## config.mk

```make
export PLATFORM = sky130hd
export DESIGN_NAME = pvm_ctrl
export DESIGN_NICKNAME = d
export VERILOG_FILES = /design/src/sv/pvm_pkg.sv /design/src/sv/pvm_ctrl.sv
export SDC_FILE = /design/constraint.sdc
export NUM_CORES = 1
export LEC_CHECK = 0
export ABC_CLOCK_PERIOD_IN_PS = 800
export CAP_MARGIN = 20
export CORE_AREA = 2 2 39 41
export DETAILED_ROUTE_END_ITERATION = 7
export DIE_AREA = 0 0 41 43
export DONT_BUFFER_PORTS = 1
export GPL_ROUTABILITY_DRIVEN = 0
export HOLD_SLACK_MARGIN = 0.08
export SYNTH_ARGS = -nofsm -noshare
export SYNTH_HDL_FRONTEND = slang
export SYNTH_SLANG_ARGS = --single-unit
```

## constraint.sdc

```tcl
create_clock -name clk_i -period 0.8 [get_ports clk_i]
set_input_delay 0.08 -clock clk_i [delete_from_list [all_inputs] [get_ports clk_i]]
set_output_delay 0.08 -clock clk_i [all_outputs]
set_load 0.03 [all_outputs]
```

## src/sv/pvm_pkg.sv

```systemverilog
// shared types, constants and helpers for the planar video memory map
`default_nettype none
package pvm_pkg;

  // address space and store sizes
  localparam int ADDR_W      = 20;
  localparam int PLANE_BYTES = 131072;  // power of two, 1024 .. 131072
  localparam int PLANES      = 4;       // 1 .. 4
  localparam int RAM_TOP     = 786432;  // even, 16384 .. 786432

  localparam logic [ADDR_W-1:0] VID_LO = 20'hc0000;
  localparam logic [ADDR_W-1:0] VID_HI = 20'he0000;

  // each store is split into an even-byte bank and an odd-byte bank
  localparam int OFF_W       = $clog2(PLANE_BYTES);
  localparam int VBANK_DEPTH = PLANE_BYTES / 2;
  localparam int VAW         = OFF_W - 1;
  localparam int MBANK_DEPTH = RAM_TOP / 2;
  localparam int MAW         = $clog2(MBANK_DEPTH);

  // clearing pass covers the deeper of the two bank kinds
  localparam int CLR_DEPTH = (MBANK_DEPTH > VBANK_DEPTH) ? MBANK_DEPTH : VBANK_DEPTH;
  localparam int CLR_W     = $clog2(CLR_DEPTH);

  // bus commands
  localparam logic [1:0] CMD_READ       = 2'd0;
  localparam logic [1:0] CMD_BYTE_WRITE = 2'd1;
  localparam logic [1:0] CMD_WORD_WRITE = 2'd2;

  // configuration register indexes
  typedef enum logic [2:0] {
    REG_BIT_SHIFT    = 3'd0,
    REG_MASK_LOW     = 3'd1,
    REG_MASK_HIGH    = 3'd2,
    REG_WRITE_PLANES = 3'd3,
    REG_READ_PLANE   = 3'd4
  } pvm_reg_e;

  // where a byte read takes its data from
  typedef enum logic [1:0] {
    SRC_MAIN  = 2'd0,
    SRC_VIDEO = 2'd1,
    SRC_ONES  = 2'd2
  } pvm_src_e;

  // controller states
  typedef enum logic [1:0] {
    S_CLEAR = 2'd0,
    S_IDLE  = 2'd1,
    S_EXEC  = 2'd2
  } pvm_state_e;

  // controller to datapath
  typedef struct packed {
    logic take;    // transaction accepted, issue bank reads
    logic clear;   // clearing pass step
    logic commit;  // write back / deliver result
  } pvm_ctrl_t;

  // datapath to controller
  typedef struct packed {
    logic clear_last;    // last entry of the clearing pass
    logic read_pending;  // held transaction is a byte read
    logic out_free;      // output register can take a result
  } pvm_status_t;

  function automatic logic in_video(input logic [ADDR_W-1:0] x);
    return (x >= VID_LO) && (x < VID_HI);
  endfunction

  function automatic logic in_main(input logic [ADDR_W-1:0] x);
    return x < ADDR_W'(RAM_TOP);
  endfunction

  // read plane reduced modulo the plane count
  function automatic logic [1:0] plane_mod(input logic [1:0] v);
    logic [1:0] r;
    r = v;
    for (int i = 0; i < 3; i++) begin
      if ({1'b0, r} >= 3'(PLANES)) begin
        r = r - 2'(PLANES);
      end
    end
    return r;
  endfunction

endpackage
`default_nettype wire

```

## src/sv/pvm_ctrl.sv

```systemverilog
// controller: clearing pass, accept and commit sequencing
`default_nettype none
module pvm_ctrl import pvm_pkg::*; (
  input  wire logic        clk_i,
  input  wire logic        rst_ni,
  input  wire logic        in_valid_i,
  output      logic        in_stall_o,
  output      pvm_ctrl_t   ctrl_o,
  input  wire pvm_status_t sts_i
);

  pvm_state_e state_q, state_d;

  // state register
  always_ff @(posedge clk_i or negedge rst_ni) begin
    if (!rst_ni) begin
      state_q <= S_CLEAR;
    end else begin
      state_q <= state_d;
    end
  end

  // next state and commands
  always_comb begin
    state_d     = state_q;
    ctrl_o      = '0;
    in_stall_o  = 1'b1;
    case (state_q)
      S_CLEAR: begin
        ctrl_o.clear = 1'b1;
        if (sts_i.clear_last) begin
          state_d = S_IDLE;
        end
      end
      S_IDLE: begin
        in_stall_o  = 1'b0;
        ctrl_o.take = in_valid_i;
        if (in_valid_i) begin
          state_d = S_EXEC;
        end
      end
      S_EXEC: begin
        // a read waits until the output register has room
        if (!sts_i.read_pending || sts_i.out_free) begin
          ctrl_o.commit = 1'b1;
          state_d       = S_IDLE;
        end
      end
      default: begin
        state_d = S_CLEAR;
      end
    endcase
  end

  // a transaction is taken only from idle and is followed by execute
  assert property (@(posedge clk_i) disable iff (!rst_ni)
    ctrl_o.take |=> state_q == S_EXEC)
    else $error("accepted transaction did not move to execute");

  // the clearing pass ends in idle
  assert property (@(posedge clk_i) disable iff (!rst_ni)
    (state_q == S_CLEAR && sts_i.clear_last) |=> state_q == S_IDLE)
    else $error("clearing pass did not finish into idle");

  // a read commit never overwrites a result still held
  assert property (@(posedge clk_i) disable iff (!rst_ni)
    (ctrl_o.commit && sts_i.read_pending) |-> sts_i.out_free)
    else $error("read committed while output busy");

endmodule
`default_nettype wire

```

==> results by group <==
Logic synthesis
  • Post-synthesis compound-gate area fraction: 20.2%
  • Synth Instances: 14
  • Syn nets: 20
  • Adder-Cell Fraction of Synth Area: 0%
  • Cell taking the most area after synthesis: dfrtp_1
  • Xor and xnor area share after synthesis: 0%
  • Post-synthesis mux area share: 0%
  • Register area share after synthesis: 40.4%
  • Synth Cell Area: 124 um2
  • Post-synth top area share: 40.4%
  • Synth warn: 0
  • Flop and latch count out of synthesis: 2
  • Mean Syn Cell Area: 8.85 um2
  • Synth top area cells: dfrtp_1 (40%), o32ai_2 (13%), nor2_1 (12%)
  • Netlist cell types: 10
  • Simple-Gate Fraction of Synth Area: 36.4%
  • Combinational family with the most area after synthesis: simple AND/OR/NAND/NOR gates

CTS
  • CTS tree: yes
  • Root buf cell: clkbuf_4
  • Clk slew on worst S/H paths: 0.04 ns
  • CTS Buffer Depth: 2
  • CTS Buf Count: 3
  • H-tree Lvls: 1
  • Clk_lat worst skew: 0.23 ns
  • Clk sinks: 2
  • Hold-fix buffers at CTS: 4

Finish
  • Final instance area: 285 um2
  • Number of diodes: 0
  • Largest reg by FF count: state_q
  • Layout cell share with drive strength beyond 1: 55.6%
  • Max reg flops: 2
  • Top Registers: state_q x2
  • Filler Cell Count: 160
  • Most frequent cells in the layout: dlygate4sd3_1 (4), clkbuf_4 (3), buf_4 (3)
  • Area growth, synth to finish: 130%
  • Most common cell after layout, fill and taps aside: dlygate4sd3_1
  • Number of nets in the layout: 34

Global route
  • First-pass GRT wire length: 662 um
  • Initial antenna violation count: 0
  • Total Routing Usage GR: 6.73%
  • Largest net degree at the start of global routing: 7
  • Vias in the first global route: 172
  • GRT overflow: 0

Setup path
  • Setup CP Type: in2out
  • Max FO, Critical Path: 2
  • R2R Path End: state_q[1]
  • CP endpoint kind: output pin
  • Critical Path Start Type: input port
  • Cell depth of the worst flop-to-flop path: 3
  • Req. time, crit path: 0.72 ns
  • Worst R2R Start: state_q[0]
  • Worst EP arrival: 1.04 ns
  • Flop2flop setup slack: -0.18 ns
  • Worst setup path end: ctrl_o[0]
  • CP startpoint: sts_i[0]

Outcome
  • Failing checks: negative setup slack
  • Status: finished with violations

Floorplanning
  • Top Ports: 10
  • Core ar.: 1380 um2
  • Die span in y: 43 um
  • Die Span X: 41 um
  • Row count: 14
  • Starting density of the core: 8.95%
  • Die area: 1760 um2

Route
  • Antenna Nets Post-Route: 0
  • WL final: 380 um
  • DRC errors left: 0
  • TritonRoute pass-1 iters: 1
  • Vias: 148
  • DR iter-0 viols: 0
  • Vias per inst: 3.44
  • WL/cell: 8.84 um

Power and ir drop
  • Leakage: 0.122 nW
  • PwrDens: 3980 nW/um2
  • Maximum vdd drop: 0.000539 V

Timing
  • Actual slew at the worst max-slew pin: 0.275 ns
  • Final worst-path cycle share: 139%
  • Setup WS post-layout: -0.315 ns
  • Final Setup Violations: 6
  • Tmin final: 1.12 ns
  • Unrepaired setup endpoints after global routing: true
  • Slew HR: 81.6%
  • Worst Skew: 0.00798 ns
  • Fmax: 897 MHz
  • Fin. Hold Viols: 0
  • Setup TNS: -1.47 ns
  • Max Transition Viols Final: 0

Place
  • Detailed placement HPWL: 271 um
  • Port bufs: 0
  • Dpl ws: -0.108 ns
  • Placed cell area: 191 um2

Worst hold path
  • HP Class: in2reg

Job
  • Max-cap viol count: 0
## how the worst min path moves through the flow
stage | from | to | slack, ns | cells after the start
detailed placement | rst_ni | state_q[0] | -0.22 | 0
finish | in_valid_i | state_q[1] | 0.07 | 2
floorplan | rst_ni | state_q[0] | -0.22 | 0
global placement | rst_ni | state_q[1] | -0.22 | 0
CTS | in_valid_i | state_q[1] | 0.06 | 2
global route | in_valid_i | state_q[1] | 0.06 | 2
## worst max-delay path, cell delays in order
cell and delay, ns:
dlygate4sd3_1 0.58, nor2b_1 0.26, nor2_4 0.12
## per-stage QoR
stage                     hold slack, ns  util, %  std cells  total power [mW]
final                             0.0691     20.6         43              1.14
after global routing              0.0597     20.6         43              1.24
after CTS                         0.0640     20.6         43              1.17
after detailed placement          -0.215     13.8         33             0.770
after global placement            -0.215     13.8         33             0.763
after floorplan                   -0.216        -         14             0.624
## power by group
group,switching [mW],internal [mW]
clock network,0.0662,0.186
registers,0.0857,0.151
logic,0.321,0.327
## kinds of logic (layout without fill, tap and decap cells)
kind of cell,after synthesis,count (layout)
compound gates,2,2
simple gates,9,9
flops,2,2
buf+inv,1,14
## metal layers
layer,share of wire (%),vias up,track usage (%)
met1,28,71,4.18
met3,6.3,0,4.71
met2,65,4,9.38
met4,0,0,10.0
li1,-,73,-
met5,0,-,0
## area by class of cell
type	count	area (um2)	area share, %
timing repair buffer	9	85.1	29.8
tap	16	20.0	7.02
multi-input combinational	11	98.8	34.6
sequential	2	51.3	18.0
clock buffer	4	26.3	9.21
inverter	1	3.75	1.32
## Yosys cell counts
cell	number
o32ai_1	1
nand2b_1	1
o32ai_2	1
nor2b_1	1
nor2_1	4
and2_0	1
nand2_1	1
dfrtp_1	2
inv_1	1
or2b_1	1
## timing repair
item | in CTS | in global routing
resized for setup | 3 | 0
buffers inserted | 2 | 0
setup endpoints to repair | 6 | 6
endpoints found under the hold margin | 4 | 2
(Power assumes the default switching activity.)
